## src/rtl/pwin_pkg.sv

```systemverilog
package pwin_pkg;

	// counter step per tick word, in ms
	localparam logic [31:0] TICK_STEP_MS = 32'd10;

	// configuration register indexes
	localparam logic [1:0] REG_UPPER_LIMIT = 2'd0;
	localparam logic [1:0] REG_LOWER_LIMIT = 2'd1;
	localparam logic [1:0] REG_AUTO_TRIG   = 2'd2;
	localparam logic [1:0] REG_AUTO_BLOCK  = 2'd3;

	// register reset values
	localparam logic [15:0] UPPER_LIMIT_RST = 16'hFFFF;
	localparam logic [15:0] LOWER_LIMIT_RST = 16'h0000;
	localparam logic [15:0] AUTO_TRIG_RST   = 16'd300;
	localparam logic [15:0] AUTO_BLOCK_RST  = 16'd5000;

	// opcodes
	localparam logic OP_TICK    = 1'b0;
	localparam logic OP_REQUEST = 1'b1;

	// button codes
	localparam logic [1:0] BTN_RELEASED = 2'd0;
	localparam logic [1:0] BTN_UP       = 2'd1;
	localparam logic [1:0] BTN_DOWN     = 2'd2;

	// external state codes
	localparam logic [2:0] CODE_UNINIT  = 3'd0;
	localparam logic [2:0] CODE_IDLE    = 3'd1;
	localparam logic [2:0] CODE_MAN_UP  = 3'd2;
	localparam logic [2:0] CODE_MAN_DN  = 3'd3;
	localparam logic [2:0] CODE_AUTO_UP = 3'd4;
	localparam logic [2:0] CODE_AUTO_DN = 3'd5;
	localparam logic [2:0] CODE_PINCH   = 3'd6;
	localparam logic [2:0] CODE_FAULT   = 3'd7;

	typedef enum logic [7:0] {
		ST_UNINIT  = 8'b0000_0001,
		ST_IDLE    = 8'b0000_0010,
		ST_MAN_UP  = 8'b0000_0100,
		ST_MAN_DN  = 8'b0000_1000,
		ST_AUTO_UP = 8'b0001_0000,
		ST_AUTO_DN = 8'b0010_0000,
		ST_PINCH   = 8'b0100_0000,
		ST_FAULT   = 8'b1000_0000
	} mode_t;

	typedef struct packed {
		logic [15:0] upper_position_limit;
		logic [15:0] lower_position_limit;
		logic [15:0] auto_trigger_ms;
		logic [15:0] auto_up_block_ms;
	} cfg_t;

	typedef struct packed {
		logic        opcode;
		logic [1:0]  button;
		logic [15:0] position;
		logic [15:0] press_time_ms;
		logic        learn_done;
		logic        pinch_active;
		logic [2:0]  requested_state;
	} item_t;

	typedef struct packed {
		logic [2:0] mode;
		logic [2:0] prior_mode;
		logic       accepts_command;
		logic       moving;
	} result_t;

	// state code to one-hot state
	function automatic mode_t mode_decode(input logic [2:0] code);
		mode_t m;
		unique case (code)
			CODE_UNINIT:  m = ST_UNINIT;
			CODE_IDLE:    m = ST_IDLE;
			CODE_MAN_UP:  m = ST_MAN_UP;
			CODE_MAN_DN:  m = ST_MAN_DN;
			CODE_AUTO_UP: m = ST_AUTO_UP;
			CODE_AUTO_DN: m = ST_AUTO_DN;
			CODE_PINCH:   m = ST_PINCH;
			default:      m = ST_FAULT;
		endcase
		return m;
	endfunction

	// one-hot state to state code
	function automatic logic [2:0] mode_encode(input mode_t m);
		logic [2:0] code;
		unique case (m)
			ST_UNINIT:  code = CODE_UNINIT;
			ST_IDLE:    code = CODE_IDLE;
			ST_MAN_UP:  code = CODE_MAN_UP;
			ST_MAN_DN:  code = CODE_MAN_DN;
			ST_AUTO_UP: code = CODE_AUTO_UP;
			ST_AUTO_DN: code = CODE_AUTO_DN;
			ST_PINCH:   code = CODE_PINCH;
			default:    code = CODE_FAULT;
		endcase
		return code;
	endfunction

	// legal-transition table for external requests
	function automatic logic legal_move(input mode_t from, input mode_t to);
		logic ok;
		if (from == to) begin
			ok = 1'b0;
		end else if (to == ST_FAULT) begin
			ok = 1'b1;
		end else begin
			unique case (from)
				ST_FAULT, ST_UNINIT: ok = (to == ST_IDLE);
				ST_IDLE: ok = (to == ST_MAN_UP) || (to == ST_MAN_DN) ||
					(to == ST_AUTO_UP) || (to == ST_AUTO_DN);
				ST_MAN_UP, ST_AUTO_UP: ok = (to == ST_IDLE) || (to == ST_PINCH);
				default: ok = (to == ST_IDLE);
			endcase
		end
		return ok;
	endfunction

endpackage

```

## src/rtl/pwin_cfg.sv

```systemverilog
module pwin_cfg
	import pwin_pkg::*;
(
	input  logic        clk,
	input  logic        arst_n,
	input  logic        psel,
	input  logic        penable,
	input  logic        pwrite,
	input  logic [3:0]  paddr,
	input  logic [31:0] pwdata,
	output logic [31:0] prdata,
	output logic        pready,
	output cfg_t        cfg
);

	cfg_t cfg_q;
	logic wr_en;

	assign pready = 1'b1;
	assign wr_en  = psel && penable && pwrite;
	assign cfg    = cfg_q;

	// register writes in the access cycle
	always_ff @(posedge clk or negedge arst_n) begin
		if (!arst_n) begin
			cfg_q.upper_position_limit <= UPPER_LIMIT_RST;
			cfg_q.lower_position_limit <= LOWER_LIMIT_RST;
			cfg_q.auto_trigger_ms      <= AUTO_TRIG_RST;
			cfg_q.auto_up_block_ms     <= AUTO_BLOCK_RST;
		end else if (wr_en) begin
			unique case (paddr[3:2])
				REG_UPPER_LIMIT: cfg_q.upper_position_limit <= pwdata[15:0];
				REG_LOWER_LIMIT: cfg_q.lower_position_limit <= pwdata[15:0];
				REG_AUTO_TRIG:   cfg_q.auto_trigger_ms      <= pwdata[15:0];
				default:         cfg_q.auto_up_block_ms     <= pwdata[15:0];
			endcase
		end
	end

	// read mux
	always_comb begin
		unique case (paddr[3:2])
			REG_UPPER_LIMIT: prdata = {16'b0, cfg_q.upper_position_limit};
			REG_LOWER_LIMIT: prdata = {16'b0, cfg_q.lower_position_limit};
			REG_AUTO_TRIG:   prdata = {16'b0, cfg_q.auto_trigger_ms};
			default:         prdata = {16'b0, cfg_q.auto_up_block_ms};
		endcase
	end

endmodule

```

## src/rtl/pwin_core.sv

```systemverilog
module pwin_core
	import pwin_pkg::*;
(
	input  logic    clk,
	input  logic    arst_n,
	input  logic    fire,
	input  item_t   item,
	input  cfg_t    cfg,
	output result_t res
);

	mode_t       mode_q;
	mode_t       prior_q;
	logic [31:0] tick_q;
	logic [31:0] block_q;

	mode_t       cur;
	mode_t       tgt;
	mode_t       mode_nxt;
	mode_t       prior_nxt;
	mode_t       req;
	logic [31:0] cnt_nxt;
	logic [31:0] block_nxt;
	logic [31:0] since_block;
	logic        auto_ok;
	logic        blk_live;
	logic        is_tick;

	assign cur         = mode_q;
	assign is_tick     = (item.opcode == OP_TICK);
	assign req         = mode_decode(item.requested_state);
	assign cnt_nxt     = tick_q + TICK_STEP_MS;
	assign since_block = cnt_nxt - block_q;
	assign auto_ok     = item.learn_done && (item.press_time_ms >= cfg.auto_trigger_ms);
	assign blk_live    = (block_q != '0) && (since_block < {16'b0, cfg.auto_up_block_ms});

	// target state from tick rules or request
	always_comb begin
		tgt       = cur;
		block_nxt = block_q;
		if (!is_tick) begin
			if (legal_move(cur, req)) begin
				tgt = req;
			end
		end else begin
			unique case (cur)
				ST_UNINIT: tgt = ST_IDLE;
				ST_IDLE: begin
					if (item.button == BTN_UP) begin
						if (item.position < cfg.upper_position_limit) begin
							if (auto_ok) begin
								// expired block clears at the check
								if (blk_live) begin
									tgt = ST_MAN_UP;
								end else begin
									tgt       = ST_AUTO_UP;
									block_nxt = '0;
								end
							end else begin
								tgt = ST_MAN_UP;
							end
						end
					end else if (item.button == BTN_DOWN) begin
						if (item.position > cfg.lower_position_limit) begin
							tgt = auto_ok ? ST_AUTO_DN : ST_MAN_DN;
						end
					end
				end
				ST_MAN_UP: begin
					if (item.button == BTN_RELEASED ||
						item.position >= cfg.upper_position_limit) begin
						tgt = ST_IDLE;
					end
				end
				ST_MAN_DN: begin
					if (item.button == BTN_RELEASED ||
						item.position <= cfg.lower_position_limit) begin
						tgt = ST_IDLE;
					end
				end
				ST_AUTO_UP: begin
					if (item.button != BTN_RELEASED ||
						item.position >= cfg.upper_position_limit) begin
						tgt = ST_IDLE;
					end
				end
				ST_AUTO_DN: begin
					if (item.button != BTN_RELEASED ||
						item.position <= cfg.lower_position_limit) begin
						tgt = ST_IDLE;
					end
				end
				ST_PINCH: begin
					if (!item.pinch_active) begin
						tgt       = ST_IDLE;
						block_nxt = cnt_nxt;
					end
				end
				default: tgt = cur;
			endcase
		end
	end

	// tick transitions are always legal, requests were checked above
	always_comb begin
		mode_nxt  = mode_q;
		prior_nxt = prior_q;
		if (tgt != cur) begin
			mode_nxt  = tgt;
			prior_nxt = cur;
		end
	end

	// state update per accepted word
	always_ff @(posedge clk or negedge arst_n) begin
		if (!arst_n) begin
			mode_q  <= ST_UNINIT;
			prior_q <= ST_UNINIT;
			tick_q  <= '0;
			block_q <= '0;
		end else if (fire) begin
			mode_q  <= mode_nxt;
			prior_q <= prior_nxt;
			if (is_tick) begin
				tick_q  <= cnt_nxt;
				block_q <= block_nxt;
			end
		end
	end

	// result fields
	assign res.mode            = mode_encode(mode_nxt);
	assign res.prior_mode      = mode_encode(prior_nxt);
	assign res.accepts_command = (mode_nxt == ST_IDLE);
	assign res.moving          = (mode_nxt == ST_MAN_UP) || (mode_nxt == ST_MAN_DN) ||
		(mode_nxt == ST_AUTO_UP) || (mode_nxt == ST_AUTO_DN) || (mode_nxt == ST_PINCH);

endmodule

```

## src/rtl/power_window_mode_fsm.sv

```systemverilog
// channel   direction  handshake                    payload
// item      in         item_valid / item_ready      opcode .. requested_state
// result    out        result_valid / result_ready  mode, prior_mode, accepts_command, moving
// config    in         psel, penable, pwrite        paddr, pwdata, prdata (pready tied high)
//
// one word per cycle unless a result waits untaken; a taken word goes through the input
// register, then the mode logic into the result register
// a result that is not taken holds the input register in place, and once that
// register is full too, item_ready drops until the result is drained
// reset puts the mode in uninit, clears the ms counter and the auto-up block
module power_window_mode_fsm
	import pwin_pkg::*;
(
	input  logic        clk,
	input  logic        arst_n,
	input  logic        item_valid,
	output logic        item_ready,
	input  logic        opcode,
	input  logic [1:0]  button,
	input  logic [15:0] position,
	input  logic [15:0] press_time_ms,
	input  logic        learn_done,
	input  logic        pinch_active,
	input  logic [2:0]  requested_state,
	output logic        result_valid,
	input  logic        result_ready,
	output logic [2:0]  mode,
	output logic [2:0]  prior_mode,
	output logic        accepts_command,
	output logic        moving,
	input  logic        psel,
	input  logic        penable,
	input  logic        pwrite,
	input  logic [3:0]  paddr,
	input  logic [31:0] pwdata,
	output logic [31:0] prdata,
	output logic        pready
);

	cfg_t    cfg;
	item_t   item_s1;
	logic    valid_s1;
	result_t res;
	result_t res_s2;
	logic    valid_s2;
	logic    advance;
	logic    fire;

	pwin_cfg u_cfg (
		.clk     (clk),
		.arst_n  (arst_n),
		.psel    (psel),
		.penable (penable),
		.pwrite  (pwrite),
		.paddr   (paddr),
		.pwdata  (pwdata),
		.prdata  (prdata),
		.pready  (pready),
		.cfg     (cfg)
	);

	// pipeline flow control
	assign advance    = !valid_s2 || result_ready;
	assign fire       = valid_s1 && advance;
	assign item_ready = !valid_s1 || advance;

	// input register
	always_ff @(posedge clk or negedge arst_n) begin
		if (!arst_n) begin
			valid_s1 <= 1'b0;
		end else if (item_ready) begin
			valid_s1 <= item_valid;
		end
	end

	always_ff @(posedge clk) begin
		if (item_valid && item_ready) begin
			item_s1 <= '{opcode, button, position, press_time_ms,
				learn_done, pinch_active, requested_state};
		end
	end

	pwin_core u_core (
		.clk    (clk),
		.arst_n (arst_n),
		.fire   (fire),
		.item   (item_s1),
		.cfg    (cfg),
		.res    (res)
	);

	// result register
	always_ff @(posedge clk or negedge arst_n) begin
		if (!arst_n) begin
			valid_s2 <= 1'b0;
		end else if (advance) begin
			valid_s2 <= valid_s1;
		end
	end

	always_ff @(posedge clk) begin
		if (fire) begin
			res_s2 <= res;
		end
	end

	assign result_valid    = valid_s2;
	assign mode            = res_s2.mode;
	assign prior_mode      = res_s2.prior_mode;
	assign accepts_command = res_s2.accepts_command;
	assign moving          = res_s2.moving;

endmodule
```

## config.mk

```make
export PLATFORM = sky130hd
export DESIGN_NAME = power_window_mode_fsm
export DESIGN_NICKNAME = d
export VERILOG_FILES = /design/src/rtl/pwin_pkg.sv /design/src/rtl/pwin_cfg.sv /design/src/rtl/pwin_core.sv /design/src/rtl/power_window_mode_fsm.sv
export SDC_FILE = /design/constraint.sdc
export NUM_CORES = 1
export LEC_CHECK = 0
export ABC_AREA = 1
export BUFFER_PORTS_ARGS = -buffer_cell sky130_fd_sc_hd__buf_2
export CORE_MARGIN = 3
export CORE_UTILIZATION = 55
export CTS_CLUSTER_DIAMETER = 120
export DETAILED_ROUTE_END_ITERATION = 10
export PLACE_DENSITY = 0.77
export SETUP_SLACK_MARGIN = 0.4
export SLEW_MARGIN = 40
export SYNTH_ARGS = -nofsm -noshare
export SYNTH_HDL_FRONTEND = slang
export SYNTH_HIERARCHICAL = 1
export SYNTH_SLANG_ARGS = --single-unit
```

## constraint.sdc

```tcl
create_clock -name clk -period 4.7 [get_ports clk]
set_input_delay 0.47 -clock clk [delete_from_list [all_inputs] [get_ports clk]]
set_output_delay 0.47 -clock clk [all_outputs]
set_load 0.05 [all_outputs]
```

==> results.json, run 1 <==
{
  "status": "finished with violations",
  "violations": "negative setup slack",
  "crit_top_cell": "nand2_2",
  "h-tree-depth": 4,
  "yosys.cell_types.count": 59,
  "fin_nets": 2525,
  "antenna_found_initial": 0,
  "numClockSinks": 192,
  "final_cell_mix": "654 x nand2_1, 304 x inv_1, 218 x buf_4, 126 x nand3_1, 117 x dfrtp_1",
  "cts_made_buffers": 17,
  "clk_pin_slew_ns": 0.08,
  "firstDrtPassIters": 6,
  "slew_headroom_pct": 48.4,
  "num_rows": 58,
  "final_common_cell": "nand2_1",
  "diodes": 0,
  "drt_iter0_drc": 1499,
  "slew_violations": 0,
  "fin_skew_ns": 0.0147,
  "placedCellCount": 2601,
  "hold_end": "item_s1[12]$_DFFE_PP_",
  "cp-end-kind": "flop",
  "synthToLayoutAreaGrowth_pct": 29.0,
  "required_ns": 4.89,
  "place_area_mm2": 0.0164,
  "via_per_inst": 5.48,
  "die_w_um": 168,
  "dp_hpwl_um": 31800,
  "drt_wl_total_um": 44600,
  "min_from": "press_time_ms[7]",
  "fin_cells": 2690,
  "totalPowerFinal_mw": 11.9,
  "gp_congestion": 0.961,
  "path_buf_inv": 6,
  "drive_gt1_share_pct": 27.4,
  "clock_latency_ns": 0.44,
  "fillers": 1957,
  "io_buffers": 90,
  "vias": 14742,
  "rr_endpoint": "prior_mode[0]$_DFFE_PP_",
  "core_area_mm2": 0.0255,
  "r2r_start": "u_core/tick_q[7]$_DFFE_PN0P_",
  "syn_area_per_cell_um2": 7.07,
  "synth_seq_area_share_pct": 35.3,
  "whs_path_depth": 1,
  "wire_per_inst_um": 16.6,
  "root_buffer": "clkbuf_16",
  "finalSetupViolCount": 48,
  "ir_drop_mv": 0.654,
  "synth_flop_cell": "dfrtp_1",
  "async_flop_share_pct": 75.0,
  "crit_path_start_kind": "flop",
  "io_pins": 126,
  "grt_pass1_vias": 14472,
  "grt_pass1_wl_um": 70500,
  "grt_usage_pct": 30.8,
  "ys_ff_latch": 192,
  "drc": 0,
  "fin_crit_sh_pct": 117,
  "worstMarginPinSlew_ns": 0.774,
  "hold_viol_final": 0,
  "layout_setup_ws_ns": -0.789,
  "power_density_mw_per_mm2": 641,
  "rsz0062_at_grt": "true",
  "critPathKind": "reg -> reg",
  "final_area_mm2": 0.0186,
  "ant_nets": 0,
  "cts_tree": "built",
  "grt_max_degree": 106,
  "max_stage_delay_ns": 0.37,
  "critPathMaxFanout": 8,
  "period_minus_slack_ns": 5.49,
  "synth_edf_count": 48,
  "syn_area_mm2": 0.0144,
  "p_leak_nw": 9.59,
  "min_path_type": "in -> reg",
  "max_freq_mhz": 182,
  "r2r_slack_ns": -0.79,
  "dieArea_mm2": 0.0281,
  "cpMaxStageDelayCell": "dfrtp_1",
  "cp_data_arrival_time_ns": 5.68,
  "start_util_pct": 56.5,
  "reg2regPathDepth": 46,
  "ctsLongestPathBuffers": 2,
  "cap_violations": 0,
  "fin_tns_setup_ns": -11.02,
  "ys_warn_count": 6,
  "crit_family": "simple AND/OR/NAND/NOR gates",
  "overflow": 0,
  "synthCells": 2036,
  "die_h_um": 168
}
==> power breakdown <==
part           total, mW  internal (mW)  leakage (nW)  switching, mW
clock network       1.50          0.769         0.291          0.729
logic               7.95           3.31          7.03           4.64
registers           2.45           2.09          2.27          0.354
==> through the flow <==
stage	utilization, %	hold WS (ns)	setup slack (ns)
finish	72.9	0.198	-0.789
global route	72.9	0.181	-1.20
CTS	71.3	0.102	-0.515
detailed placement	64.5	0.466	-0.923
global placement	64.4	0.458	-0.778
floorplan	-	0.174	-0.129
==> synth_stat cells, types with 27 or more instances <==
library cell,instances,share of area (%)
xor2_1,33,2.0
dfrtp_1,117,20
nand4_1,55,2.4
dfstp_2,27,4.9
inv_1,310,8.1
a21oi_1,60,2.1
nor2_1,121,3.2
nand3_1,133,4.6
nand2_1,723,19
ha_1,94,8.2
o21ai_0,77,2.7
edfxtp_1,48,10
==> registers in the layout (all words and copies together) (netlist names) <==
| register | count |
|---|---|
| u_core/block_q | 31 |
| result_valid | 1 |
| valid_s1 | 1 |
| mode | 3 |
| item_s1 | 40 |
| moving | 1 |
| u_cfg/cfg | 64 |
| u_core/prior_q | 8 |
| u_core/tick_q | 31 |
| u_core/cur | 8 |
| accepts_command | 1 |
| prior_mode | 3 |
==> timing repair <==
action | in CTS | in global routing
setup endpoints to repair | 49 | 49
hold buffers | 0 | 1
setup buffers | 38 | 10
pin swaps | 49 | 31
endpoints found under the hold margin | 0 | 28
gates cloned | 7 | 0
gates resized for setup | 160 | 75
==> layer usage <==
| metal | up-vias | wire, um | global-route usage [%] |
|---|---|---|---|
| li1 | 7078 | - | - |
| met1 | 6888 | 18100 | 38.2 |
| met2 | 634 | 21600 | 53.4 |
| met3 | 142 | 2720 | 4.18 |
| met4 | 0 | 2120 | 14.2 |
| met5 | - | 0 | 0 |
==> worst max-delay path by stage <==
stage | from | end | slack (ns) | cells after the start
after CTS | u_core/tick_q[1]$_DFFE_PN0P_ | prior_mode[0]$_DFFE_PP_ | -0.51 | 49
after floorplan | u_core/tick_q[1]$_DFFE_PN0P_ | prior_mode[0]$_DFFE_PP_ | -0.13 | 47
after global placement | u_core/tick_q[1]$_DFFE_PN0P_ | prior_mode[1]$_DFFE_PP_ | -0.78 | 41
after detailed placement | u_core/tick_q[7]$_DFFE_PN0P_ | prior_mode[0]$_DFFE_PP_ | -0.92 | 42
after global routing | u_core/tick_q[7]$_DFFE_PN0P_ | prior_mode[1]$_DFFE_PP_ | -1.20 | 43
final | u_core/tick_q[7]$_DFFE_PN0P_ | prior_mode[0]$_DFFE_PP_ | -0.79 | 46
==> cell type report <==
| class | count | area [um2] | share of cell area (%) |
|---|---|---|---|
| clock inverter | 15 | 185 | 0.998 |
| tap | 330 | 413 | 2.22 |
| multi-input combinational | 1472 | 8610 | 46.4 |
| timing repair buffer | 338 | 2600 | 14.0 |
| sequential | 192 | 5080 | 27.4 |
| inverter | 325 | 1250 | 6.71 |
| clock buffer | 17 | 425 | 2.29 |
| timing repair inverter | 1 | 6.26 | 0.0337 |
==> logic make-up after synthesis <==
group                      share of synthesized area, %
and+or+nand+nor                                    35.1
buffers and inverters                              11.6
DFF                                                35.3
AOI/OAI and AO/OA                                  7.40
adders and majority gates                          8.31
xor gates and xnor gates                           2.19
other                                            0.0522
Note: power is estimated with default switching activity, not from simulation.
==> inputs of run 2 (changes only) <==
--- a/config.mk
+++ b/config.mk
@@ -18,3 +18,4 @@
 export SYNTH_HDL_FRONTEND = slang
 export SYNTH_HIERARCHICAL = 1
 export SYNTH_SLANG_ARGS = --single-unit
+export TNS_END_PERCENT = 30
==> results.json, run 2 (synthesis gave the netlist of run 1 again) <==
{
  "clk_pin_slew_ns": 0.09,
  "largest_register_ffs": 64,
  "min_path_type": "in -> reg",
  "min_from": "press_time_ms[14]",
  "fin_skew_ns": 0.0145,
  "overflow": 0,
  "final_common_cell": "nand2_1",
  "via_per_inst": 5.44,
  "max_freq_mhz": 184,
  "fin_cells": 2663,
  "r2r_slack_ns": -0.72,
  "final_core_util_pct": 71.2,
  "die_h_um": 168,
  "p_sw_share_pct": 48.8,
  "critPathMaxFanout": 8,
  "drt_iter0_drc": 1478,
  "grt_usage_pct": 29.4,
  "ant_nets": 0,
  "core_area_mm2": 0.0255,
  "hold_viol_final": 0,
  "slew_violations": 0,
  "critPathKind": "reg -> reg",
  "crit_family": "simple AND/OR/NAND/NOR gates",
  "grt_pass1_vias": 13813,
  "cp-end-kind": "flop",
  "io_pins": 126,
  "power_density_mw_per_mm2": 646,
  "totalPowerFinal_mw": 11.7,
  "required_ns": 4.90,
  "hold_end": "item_s1[19]$_DFFE_PP_",
  "drc": 0,
  "finalSetupViolCount": 16,
  "firstDrtPassIters": 6,
  "holdWs_ns": 0.191,
  "rr_endpoint": "prior_mode[0]$_DFFE_PP_",
  "multi_input_area_mm2": 0.00851,
  "diodes": 0,
  "violations": "negative setup slack",
  "cts_made_buffers": 17,
  "ir_drop_mv": 0.528,
  "fin_nets": 2498,
  "grt_pass1_wl_um": 67600,
  "synthToLayoutAreaGrowth_pct": 26.0,
  "numClockSinks": 192,
  "cp_data_arrival_time_ns": 5.63,
  "cpMaxStageDelayCell": "dfrtp_1",
  "fin_tns_setup_ns": -6.55,
  "fin_crit_sh_pct": 115,
  "status": "finished with violations",
  "start_util_pct": 56.5,
  "switchingPower_mw": 5.72,
  "die_w_um": 168,
  "slew_headroom_pct": 45.1,
  "drt_wl_total_um": 43000,
  "cts_tree": "built",
  "clock_latency_ns": 0.45,
  "crit_path_start_kind": "flop",
  "clkPwrFrac_pct": 13.6,
  "reg2regPathDepth": 43,
  "wire_per_inst_um": 16.2,
  "h-tree-depth": 4,
  "sequentialPowerShare_pct": 21.0,
  "p_leak_nw": 9.41,
  "drive_gt1_share_pct": 26.1,
  "regArea_mm2": 0.00508,
  "antenna_found_initial": 0,
  "layout_setup_ws_ns": -0.724,
  "dp_hpwl_um": 32000,
  "r2r_start": "u_core/tick_q[3]$_DFFE_PN0P_",
  "grt_max_degree": 110,
  "worstMarginPinSlew_ns": 0.815,
  "num_rows": 58,
  "period_minus_slack_ns": 5.42,
  "placedCellCount": 2592,
  "vias": 14484,
  "comb_power_share_pct": 65.5,
  "io_buffers": 90,
  "path_buf_inv": 6,
  "ctsLongestPathBuffers": 2,
  "root_buffer": "clkbuf_16",
  "final_cell_mix": "662 x nand2_1, 301 x inv_1, 207 x buf_4, 127 x nand3_1, 117 x dfrtp_1",
  "dieArea_mm2": 0.0281,
  "internal_power_mw": 6.00,
  "rsz0062_at_grt": "true",
  "gp_congestion": 0.954,
  "max_stage_delay_ns": 0.42,
  "fillers": 2072,
  "cap_violations": 0,
  "whs_path_depth": 1
}
run 2: cell type report:
cell class | count | area share [%]
Clock buffer | 17 | 2.35
Timing Repair inverter | 1 | 0.0345
Clock inverter | 15 | 1.30
Timing Repair Buffer | 310 | 12.1
Inverter | 325 | 6.92
Tap cell | 330 | 2.28
Sequential cell | 192 | 28.0
Multi-Input combinational cell | 1473 | 47.0
run 2: repair_timing:
item	in CTS	in global routing
cloned	1	1
resized for setup	100	111
pin swaps	44	46
endpoints found under the hold margin	0	26
buffers inserted	20	15
hold buffers	0	1
endpoints found under the setup margin	49	49
run 2: routing by layer:
metal,vias to the layer above,GRT usage (%),part of all wire (%)
li1,7031,-,-
met1,6779,38.5,42
met2,570,50.7,49
met3,104,4.04,6.0
met4,0,9.64,3.2
met5,-,0,0
run 2: power by group through the flow:
stage                     registers (mW)  clock network, mW  logic [mW]
after global routing                2.49               1.68        8.46
after floorplan                     2.43                  0        4.29
after global placement              2.45                  0        6.54
after detailed placement            2.46                  0        6.68
after CTS                           2.43               1.60        7.05
final                               2.46               1.59        7.67
run 2: through the flow:
stage | instance area, um2 | setup WS [ns]
after floorplan | 14500 | -0.129
after global placement | 16300 | -0.722
after detailed placement | 16400 | -0.834
after CTS | 17500 | -0.565
after global routing | 18100 | -1.10
final | 18100 | -0.724
run 2: how the worst max path moves through the flow:
stage,cells past startpoint,endpoint,start
floorplan,47,prior_mode[0]$_DFFE_PP_,u_core/tick_q[1]$_DFFE_PN0P_
global placement,39,prior_mode[1]$_DFFE_PP_,u_core/tick_q[1]$_DFFE_PN0P_
detailed placement,48,prior_mode[1]$_DFFE_PP_,u_core/tick_q[1]$_DFFE_PN0P_
CTS,48,prior_mode[1]$_DFFE_PP_,u_core/tick_q[2]$_DFFE_PN0P_
global route,47,prior_mode[1]$_DFFE_PP_,u_core/tick_q[3]$_DFFE_PN0P_
finish,43,prior_mode[0]$_DFFE_PP_,u_core/tick_q[3]$_DFFE_PN0P_
